### config.mk
export PLATFORM = sky130hd
export DESIGN_NAME = indexed_list_engine_unit
export DESIGN_NICKNAME = d
export VERILOG_FILES = /design/src/design/ile_pkg.sv /design/src/design/indexed_list_engine_unit.sv /design/src/design/ile_ctrl.sv /design/src/design/ile_datapath.sv
export SDC_FILE = /design/constraint.sdc
export NUM_CORES = 2
export LEC_CHECK = 0
export ABC_CLOCK_PERIOD_IN_PS = 7500
export BUFFER_PORTS_ARGS = -buffer_cell sky130_fd_sc_hd__buf_2
export CAP_MARGIN = 10
export CORE_MARGIN = 5
export CORE_UTILIZATION = 42
export DETAILED_ROUTE_END_ITERATION = 8
export GPL_TIMING_DRIVEN = 0
export HOLD_SLACK_MARGIN = 0.1
export PLACE_DENSITY = 0.56
export RECOVER_POWER = 100
export SKIP_LAST_GASP = 1
export SLEW_MARGIN = 20
export SYNTH_ARGS = -nofsm -noshare
export SYNTH_HDL_FRONTEND = slang
export SYNTH_HIERARCHICAL = 1
export SYNTH_SLANG_ARGS = --single-unit
### constraint.sdc
create_clock -name clk_i -period 7.5 [get_ports clk_i]
set_clock_uncertainty 0.2 [all_clocks]
set_input_delay 1.125 -clock clk_i [delete_from_list [all_inputs] [get_ports clk_i]]
set_output_delay 1.125 -clock clk_i [all_outputs]
set_load 0.01 [all_outputs]
### src/design/ile_pkg.sv
package ile_pkg;

  localparam int unsigned DEPTH         = 64;
  localparam int unsigned ELEMENT_WIDTH = 32;

  localparam int unsigned KIND_W   = 2;
  localparam int unsigned POS_W    = 7;
  localparam int unsigned VALUE_W  = 32;
  localparam int unsigned LENGTH_W = 7;

  localparam int unsigned ADDR_W = (DEPTH > 1) ? $clog2(DEPTH) : 1;
  localparam int unsigned CNT_W  = $clog2(DEPTH + 1);
  localparam int unsigned CMP_W  = ((CNT_W > POS_W) ? CNT_W : POS_W) + 1;

  typedef enum logic [KIND_W-1:0] {
    KIND_INSERT = 2'd0,
    KIND_REMOVE = 2'd1,
    KIND_GET    = 2'd2,
    KIND_SET    = 2'd3
  } ile_kind_e;

  typedef enum logic [2:0] {
    S_IDLE,
    S_DECODE,
    S_INS_SHIFT,
    S_INS_LAST,
    S_GET_WAIT,
    S_REM_WAIT,
    S_REM_SHIFT,
    S_RESULT
  } ile_state_e;

  typedef enum logic [2:0] {
    RA_CNT_M1,
    RA_POS,
    RA_IDX_M1,
    RA_IDX_P1,
    RA_IDX_P2
  } ile_raddr_e;

  typedef enum logic [1:0] {
    WA_POS,
    WA_IDX,
    WA_IDX_P1
  } ile_waddr_e;

  typedef enum logic {
    WD_WORD,
    WD_RDATA
  } ile_wdata_e;

  typedef enum logic [2:0] {
    IDX_HOLD,
    IDX_CNT_M1,
    IDX_POS,
    IDX_DEC,
    IDX_INC
  } ile_idx_e;

  typedef struct packed {
    logic       latch;
    logic       rd_en;
    ile_raddr_e rd_sel;
    logic       wr_en;
    ile_waddr_e wr_sel;
    ile_wdata_e wd_sel;
    ile_idx_e   idx_op;
    logic       cnt_inc;
    logic       cnt_dec;
    logic       res_load;
    logic       res_fail;
    logic       res_take;
    logic       out_load;
  } ile_cmd_t;

  typedef struct packed {
    ile_kind_e kind;
    logic      fail;
    logic      ins_at_end;
    logic      idx_eq_pos;
    logic      idx_p1_ge_cnt;
    logic      idx_p2_ge_cnt;
    logic      out_busy;
  } ile_status_t;

endpackage

### src/design/indexed_list_engine_unit.sv
// Channel   Direction  Handshake                 Payload
// in        input      in_valid_i / in_stall_o   kind_i, position_i, element_value_i
// out       output     out_valid_o / out_stall_i status_o, read_value_o, current_length_o
//
// One transaction is processed at a time: in_stall_o is high until it leaves S_RESULT.
// Insert (unless it appends at the end of the list) and remove run a shift loop through
// the store, which has one read and one write port, one entry moved per cycle.
// Reset clears the length and the output valid; the store needs no clearing pass.
// A result waits in the output register while out_stall_i is high; the next request
// may be accepted meanwhile, but it completes only after that result is taken.
module indexed_list_engine_unit (
  input  logic                          clk_i,
  input  logic                          rst_ni,
  input  logic                          in_valid_i,
  output logic                          in_stall_o,
  input  logic [ile_pkg::KIND_W-1:0]    kind_i,
  input  logic [ile_pkg::POS_W-1:0]     position_i,
  input  logic [ile_pkg::VALUE_W-1:0]   element_value_i,
  output logic                          out_valid_o,
  input  logic                          out_stall_i,
  output logic                          status_o,
  output logic [ile_pkg::VALUE_W-1:0]   read_value_o,
  output logic [ile_pkg::LENGTH_W-1:0]  current_length_o
);
  import ile_pkg::*;

  ile_cmd_t    cmd;
  ile_status_t status;
  logic        busy;

  assign in_stall_o = busy;

  ile_ctrl u_ctrl (
    .clk_i      (clk_i),
    .rst_ni     (rst_ni),
    .in_valid_i (in_valid_i),
    .status_i   (status),
    .cmd_o      (cmd),
    .busy_o     (busy)
  );

  ile_datapath u_datapath (
    .clk_i            (clk_i),
    .rst_ni           (rst_ni),
    .kind_i           (kind_i),
    .position_i       (position_i),
    .element_value_i  (element_value_i),
    .out_stall_i      (out_stall_i),
    .cmd_i            (cmd),
    .status_o         (status),
    .out_valid_o      (out_valid_o),
    .status_bit_o     (status_o),
    .read_value_o     (read_value_o),
    .current_length_o (current_length_o)
  );

endmodule

### src/design/ile_ctrl.sv
module ile_ctrl (
  input  logic                clk_i,
  input  logic                rst_ni,
  input  logic                in_valid_i,
  input  ile_pkg::ile_status_t status_i,
  output ile_pkg::ile_cmd_t   cmd_o,
  output logic                busy_o
);
  import ile_pkg::*;

  ile_state_e state_q, state_d;

  always_ff @(posedge clk_i or negedge rst_ni) begin
    if (!rst_ni) begin
      state_q <= S_IDLE;
    end else begin
      state_q <= state_d;
    end
  end

  always_comb begin
    state_d      = state_q;
    cmd_o        = '0;
    cmd_o.rd_sel = RA_POS;
    cmd_o.wr_sel = WA_POS;
    cmd_o.wd_sel = WD_WORD;
    cmd_o.idx_op = IDX_HOLD;
    busy_o       = (state_q != S_IDLE);
    case (state_q)
      S_IDLE: begin
        if (in_valid_i) begin
          cmd_o.latch = 1'b1;
          state_d     = S_DECODE;
        end
      end
      S_DECODE: begin
        cmd_o.res_load = 1'b1;
        cmd_o.res_fail = status_i.fail;
        if (status_i.fail) begin
          state_d = S_RESULT;
        end else begin
          case (status_i.kind)
            KIND_INSERT: begin
              if (status_i.ins_at_end) begin
                cmd_o.wr_en   = 1'b1;
                cmd_o.cnt_inc = 1'b1;
                state_d       = S_RESULT;
              end else begin
                cmd_o.rd_en  = 1'b1;
                cmd_o.rd_sel = RA_CNT_M1;
                cmd_o.idx_op = IDX_CNT_M1;
                state_d      = S_INS_SHIFT;
              end
            end
            KIND_REMOVE: begin
              cmd_o.rd_en  = 1'b1;
              cmd_o.idx_op = IDX_POS;
              state_d      = S_REM_WAIT;
            end
            KIND_GET: begin
              cmd_o.rd_en = 1'b1;
              state_d     = S_GET_WAIT;
            end
            KIND_SET: begin
              cmd_o.wr_en = 1'b1;
              state_d     = S_RESULT;
            end
            default: state_d = S_RESULT;
          endcase
        end
      end
      S_INS_SHIFT: begin
        cmd_o.wr_en  = 1'b1;
        cmd_o.wr_sel = WA_IDX_P1;
        cmd_o.wd_sel = WD_RDATA;
        if (status_i.idx_eq_pos) begin
          state_d = S_INS_LAST;
        end else begin
          cmd_o.rd_en  = 1'b1;
          cmd_o.rd_sel = RA_IDX_M1;
          cmd_o.idx_op = IDX_DEC;
        end
      end
      S_INS_LAST: begin
        cmd_o.wr_en   = 1'b1;
        cmd_o.cnt_inc = 1'b1;
        state_d       = S_RESULT;
      end
      S_GET_WAIT: begin
        cmd_o.res_take = 1'b1;
        state_d        = S_RESULT;
      end
      S_REM_WAIT: begin
        cmd_o.res_take = 1'b1;
        if (status_i.idx_p1_ge_cnt) begin
          cmd_o.cnt_dec = 1'b1;
          state_d       = S_RESULT;
        end else begin
          cmd_o.rd_en  = 1'b1;
          cmd_o.rd_sel = RA_IDX_P1;
          state_d      = S_REM_SHIFT;
        end
      end
      S_REM_SHIFT: begin
        cmd_o.wr_en  = 1'b1;
        cmd_o.wr_sel = WA_IDX;
        cmd_o.wd_sel = WD_RDATA;
        if (status_i.idx_p2_ge_cnt) begin
          cmd_o.cnt_dec = 1'b1;
          state_d       = S_RESULT;
        end else begin
          cmd_o.rd_en  = 1'b1;
          cmd_o.rd_sel = RA_IDX_P2;
          cmd_o.idx_op = IDX_INC;
        end
      end
      S_RESULT: begin
        if (!status_i.out_busy) begin
          cmd_o.out_load = 1'b1;
          state_d        = S_IDLE;
        end
      end
      default: state_d = S_IDLE;
    endcase
  end

endmodule

### src/design/ile_datapath.sv
module ile_datapath (
  input  logic                                clk_i,
  input  logic                                rst_ni,
  input  logic [ile_pkg::KIND_W-1:0]          kind_i,
  input  logic [ile_pkg::POS_W-1:0]           position_i,
  input  logic [ile_pkg::VALUE_W-1:0]         element_value_i,
  input  logic                                out_stall_i,
  input  ile_pkg::ile_cmd_t                   cmd_i,
  output ile_pkg::ile_status_t                status_o,
  output logic                                out_valid_o,
  output logic                                status_bit_o,
  output logic [ile_pkg::VALUE_W-1:0]         read_value_o,
  output logic [ile_pkg::LENGTH_W-1:0]        current_length_o
);
  import ile_pkg::*;

  logic [ELEMENT_WIDTH-1:0] mem_q [DEPTH];
  logic [ELEMENT_WIDTH-1:0] rdata_q;

  logic [KIND_W-1:0]        kind_q;
  logic [POS_W-1:0]         pos_q;
  logic [ELEMENT_WIDTH-1:0] word_q;
  logic [ADDR_W-1:0]        idx_q, idx_d;
  logic [CNT_W-1:0]         count_q, count_d;

  logic                     res_fail_q;
  logic [VALUE_W-1:0]       res_value_q;

  logic                     out_valid_q, out_valid_d;
  logic                     out_status_q;
  logic [VALUE_W-1:0]       out_value_q;
  logic [LENGTH_W-1:0]      out_length_q;

  logic [ADDR_W-1:0]        pos_addr;
  logic [ADDR_W-1:0]        raddr;
  logic [ADDR_W-1:0]        waddr;
  logic [ELEMENT_WIDTH-1:0] wdata;
  logic [CMP_W-1:0]         pos_cmp;
  logic [CMP_W-1:0]         cnt_cmp;
  logic [CMP_W-1:0]         idx_cmp;

  assign pos_addr = ADDR_W'(pos_q);
  assign pos_cmp  = CMP_W'(pos_q);
  assign cnt_cmp  = CMP_W'(count_q);
  assign idx_cmp  = CMP_W'(idx_q);

  always_comb begin
    status_o      = '0;
    status_o.kind = ile_kind_e'(kind_q);
    if (ile_kind_e'(kind_q) == KIND_INSERT) begin
      status_o.fail = (pos_cmp > cnt_cmp) || (count_q == CNT_W'(DEPTH));
    end else begin
      status_o.fail = (pos_cmp >= cnt_cmp);
    end
    status_o.ins_at_end    = (pos_cmp == cnt_cmp);
    status_o.idx_eq_pos    = (idx_cmp == pos_cmp);
    status_o.idx_p1_ge_cnt = ((idx_cmp + CMP_W'(1)) >= cnt_cmp);
    status_o.idx_p2_ge_cnt = ((idx_cmp + CMP_W'(2)) >= cnt_cmp);
    status_o.out_busy      = out_valid_q && out_stall_i;
  end

  always_comb begin
    case (cmd_i.rd_sel)
      RA_CNT_M1: raddr = ADDR_W'(count_q - CNT_W'(1));
      RA_POS:    raddr = pos_addr;
      RA_IDX_M1: raddr = idx_q - ADDR_W'(1);
      RA_IDX_P1: raddr = idx_q + ADDR_W'(1);
      RA_IDX_P2: raddr = idx_q + ADDR_W'(2);
      default:   raddr = pos_addr;
    endcase
    case (cmd_i.wr_sel)
      WA_POS:    waddr = pos_addr;
      WA_IDX:    waddr = idx_q;
      WA_IDX_P1: waddr = idx_q + ADDR_W'(1);
      default:   waddr = pos_addr;
    endcase
    wdata = (cmd_i.wd_sel == WD_RDATA) ? rdata_q : word_q;
  end

  always_ff @(posedge clk_i) begin
    if (cmd_i.wr_en) begin
      mem_q[waddr] <= wdata;
    end
    if (cmd_i.rd_en) begin
      rdata_q <= mem_q[raddr];
    end
  end

  always_comb begin
    case (cmd_i.idx_op)
      IDX_HOLD:   idx_d = idx_q;
      IDX_CNT_M1: idx_d = ADDR_W'(count_q - CNT_W'(1));
      IDX_POS:    idx_d = pos_addr;
      IDX_DEC:    idx_d = idx_q - ADDR_W'(1);
      IDX_INC:    idx_d = idx_q + ADDR_W'(1);
      default:    idx_d = idx_q;
    endcase
    count_d = count_q;
    if (cmd_i.cnt_inc) begin
      count_d = count_q + CNT_W'(1);
    end else if (cmd_i.cnt_dec) begin
      count_d = count_q - CNT_W'(1);
    end
    out_valid_d = out_valid_q && out_stall_i;
    if (cmd_i.out_load) begin
      out_valid_d = 1'b1;
    end
  end

  always_ff @(posedge clk_i) begin
    if (cmd_i.latch) begin
      kind_q <= kind_i;
      pos_q  <= position_i;
      word_q <= ELEMENT_WIDTH'(element_value_i);
    end
    idx_q <= idx_d;
    if (cmd_i.res_load) begin
      res_fail_q  <= cmd_i.res_fail;
      res_value_q <= '0;
    end else if (cmd_i.res_take) begin
      res_fail_q  <= 1'b0;
      res_value_q <= VALUE_W'(rdata_q);
    end
    if (cmd_i.out_load) begin
      out_status_q <= res_fail_q;
      out_value_q  <= res_value_q;
      out_length_q <= LENGTH_W'(count_q);
    end
  end

  always_ff @(posedge clk_i or negedge rst_ni) begin
    if (!rst_ni) begin
      count_q     <= '0;
      out_valid_q <= 1'b0;
    end else begin
      count_q     <= count_d;
      out_valid_q <= out_valid_d;
    end
  end

  assign out_valid_o      = out_valid_q;
  assign status_bit_o     = out_status_q;
  assign read_value_o     = out_value_q;
  assign current_length_o = out_length_q;

  a_count_bound : assert property (@(posedge clk_i) disable iff (!rst_ni)
    count_q <= CNT_W'(DEPTH))
    else $error("List length exceeds the store depth.");

  a_no_overwrite : assert property (@(posedge clk_i) disable iff (!rst_ni)
    cmd_i.out_load |-> !(out_valid_q && out_stall_i))
    else $error("A pending result transaction was overwritten.");

  a_inc_not_full : assert property (@(posedge clk_i) disable iff (!rst_ni)
    cmd_i.cnt_inc |-> (count_q != CNT_W'(DEPTH)) && !cmd_i.cnt_dec)
    else $error("Insert completed on a full list.");

  a_dec_not_empty : assert property (@(posedge clk_i) disable iff (!rst_ni)
    cmd_i.cnt_dec |=> (count_q == $past(count_q) - CNT_W'(1)))
    else $error("Remove did not shorten the list by one.");

endmodule

==> impl_metrics.py <==
metrics = {
    "sta": {
        "max_freq_mhz": 136,
        "hold_viol_final": 0,
        "setup_viol": 0,
        "worst_slew_pin_slew_ps": 3100,
        "final-max-slew-violation-count": 1658,
        "rsz0062_at_grt": "yes",
        "max-slew-margin-rel_pct": -107,
        "fin_crit_ps": 7330,
        "hold_ws_ps": 232,
        "period_share_pct": 97.8,
    },
    "logic_synthesis": {
        "ys_types": 72,
        "synth_fp_nets": 5487,
        "ys_ff_latch": 2211,
        "synth_edf_count": 2168,
        "postSynthAreaPerCell_sq_um": 16.0,
        "netlist_area_sq_mm": 0.0863,
        "yosysWarnings": 6,
        "synthArstFlopShare_pct": 0.498,
        "synthFlopType": "edfxtp_1",
        "synthCells": 5409,
        "synth_seq_area_share_pct": 76.5,
    },
    "final_layout": {
        "final_nets": 5921,
        "area_growth_pct": 16.7,
        "drive_gt1_share_pct": 15.5,
        "nFillCells": 17024,
    },
    "clocking": {
        "clk_pin_slew_ps": 60,
        "cts_buffers": 223,
        "cts_buffer_depth": 3,
        "cts_max_level": 4,
        "cts_sinks": 2211,
        "insertion_delay_ps": 870,
        "cts_tree": "built",
        "cts-root-buf": "clkbuf_16",
    },
    "floorplan": {
        "die_h_um": 463,
        "start_util_pct": 42.2,
        "num_io_pins": 87,
        "core_sq_mm": 0.205,
        "dieArea_sq_mm": 0.215,
        "die_w_um": 463,
        "row_count": 166,
    },
    "min_path": {
        "min_path_type": "reg -> reg",
    },
    "run": {
        "drv_cap": 35,
    },
    "global_route": {
        "use_met1_pct": 35.4,
        "grt_pass1_vias": 49913,
        "grt_pass1_wl_mm": 384,
        "grt_antenna_before_repair": 19,
        "grtUsageMet2_pct": 38.8,
        "grt_overflow": 0,
        "grt_max_degree": 65,
        "top_usage_layer": "met2",
        "gr-usage-all-layers_pct": 25.0,
        "met3_usage_pct": 5.10,
    },
    "routing": {
        "drc": 0,
        "vias": 52382,
        "first_pass_iters": 5,
        "avgViaCountPerCell": 6.00,
        "drt-initial-drc-count": 6926,
        "ant_nets": 0,
        "drt_wl_total_mm": 275,
        "wl_per_cell_um": 31.4,
    },
    "critical_path": {
        "critPathMaxFanout": 10,
        "crit_path_end_kind": "register",
        "required_ps": 7980,
        "startpoint_type": "register",
        "worstPathArrival_ps": 7810,
        "path_class": "reg -> reg",
        "ff2ff_setup_slack_ps": 170,
    },
    "placement": {
        "dp_hpwl_mm": 186,
        "place_congestion": 0.900,
        "port_buffers": 86,
    },
    "outcome": {
        "status": "finished, violations left",
        "violations": "capacitance limit, slew limit",
    },
}
==> final timing paths <==
path | startpoint | endpoint | cells past startpoint
max | u_datapath/idx_q[1] | u_datapath/rdata_q[5] | 24
min | u_datapath/res_fail_q | u_datapath/status_bit_o | 0
max reg2reg | u_datapath/idx_q[1] | u_datapath/rdata_q[5] | 24
min reg2reg | u_datapath/res_fail_q | u_datapath/status_bit_o | 0
max in group asynchronous | rst_ni | u_datapath/count_q[1] | 2
min in group asynchronous | rst_ni | u_ctrl/state_q[2] | 2
==> layout by cell type (no fill, tap or decap), types with 15 or more instances in the layout <==
cell       count
nor3_1        34
mux2_1        31
a31oi_1       97
nor2_4        65
a21oi_1      205
ha_1          33
clkbuf_2      48
clkbuf_16    226
xnor2_1       17
a221oi_1      76
mux4_2       150
clkbuf_1     266
buf_12        45
dfxtp_1       32
nor2b_1       16
a32oi_1      164
or3_1         24
nor2_1       107
inv_1         26
or4_1         22
bufinv_16     19
nor3b_1       17
buf_6         16
edfxtp_1    2168
nand2_1     1037
o22ai_1       22
clkinv_1      50
buf_2        111
clkinv_2      42
buf_4         55
buf_16        45
o21ai_0       17
nand3_1      280
a22oi_1       15
mux2i_1      209
==> stage by stage <==
step	cells	setup WS (ps)	setup TNS [ps]	cell area (sq um)	utilization, %
2_1_floorplan	5409	1920	0	86300	-
3_3_place_gp	8183	-2290	-458860	90100	44.0
3_5_place_dp	8297	-2090	-41470	93300	45.6
4_1_cts	8721	-24.7	-39.3	101000	49.4
5_1_grt	8728	-15.1	-28.5	101000	49.2
6_report	8737	167	0	101000	49.2
==> flip-flops by register name, summed over array words and instances (netlist names), 7 cells and up <==
| name | flops |
|---|---|
| u_datapath/mem_q | 2048 |
| u_datapath/count_q | 7 |
| u_datapath/word_q | 32 |
| u_datapath/pos_q | 7 |
| u_datapath/rdata_q | 32 |
| u_datapath/res_value_q | 32 |
| u_datapath/current_length_o | 7 |
| u_datapath/read_value_o | 32 |
==> cell usage after synthesis (19+ instances only) <==
cell / count / area (sq um)
a221oi_1: 82 / 718
buf_2: 108 / 541
nor2_1: 173 / 649
or4_1: 22 / 165
clkbuf_1: 171 / 642
ha_1: 33 / 413
mux2_2: 37 / 417
o22ai_1: 23 / 144
a31oi_1: 111 / 694
inv_1: 26 / 97.6
nor3_1: 46 / 230
buf_4: 27 / 203
o21ai_0: 19 / 95.1
a21oi_1: 205 / 1030
mux4_2: 150 / 3380
dfxtp_1: 32 / 641
nor3b_1: 19 / 143
mux2i_1: 209 / 2090
a32oi_1: 166 / 1450
or3_1: 24 / 150
nand2_1: 1038 / 3900
nand3_1: 281 / 1410
edfxtp_1: 2168 / 65100
==> cells by family after synthesis <==
family	after synthesis	synth area share, %
AOI/OAI and AO/OA	690	5.59
and+or+nand+nor	1688	8.36
xor gates and xnor gates	28	0.284
muxes	398	6.85
DFF	2211	76.5
buffers and inverters	361	1.93
adders and majority gates	33	0.478
==> repair_timing <==
item,4_1_cts,5_1_grt
setup endpoints to repair,32,32
pin swaps,1,3
gates resized for setup,144,51
hold endpoints to repair,11,0
hold buffers,1,0
buffers inserted,2,6
==> worst max-delay path: stages, from the launching register on <==
cell	delay, ps
edfxtp_1	610
ha_1	360
xor2_1	470
ha_1	340
o21a_1	100
o21ai_0	160
nand2b_1	70
a21oi_1	140
nor2b_1	60
o21ai_0	150
nand2b_1	150
o31ai_4	320
buf_6	210
mux2_1	360
a32oi_2	330
and2_1	240
buf_2	170
buf_4	340
buf_6	310
buf_2	300
nand2_1	90
a32oi_1	410
a31oi_1	280
nor4_4	540
and3_2	410
==> routing by layer <==
metal / part of all wire [%] / wire length (um)
met3: 9.9 / 27300
met1: 40 / 111000
met4: 4.0 / 11100
met5: 0.017 / 46
met2: 46 / 125000
==> layout make-up <==
class	instances	area, sq um	area share [%]
antenna	10	25.0	0.0248
buffer	334	1740	1.73
clock buffer	292	5900	5.86
clock inverter	129	1290	1.28
inverter	27	101	0.101
multi-input combinational	2837	19600	19.4
sequential	2211	66000	65.5
tap	2688	3360	3.34
timing repair buffer	209	2710	2.69
Power is left out: the tool's default activity adds up to more than one toggle a clock period on the data nets, which glitch-free logic cannot reach.
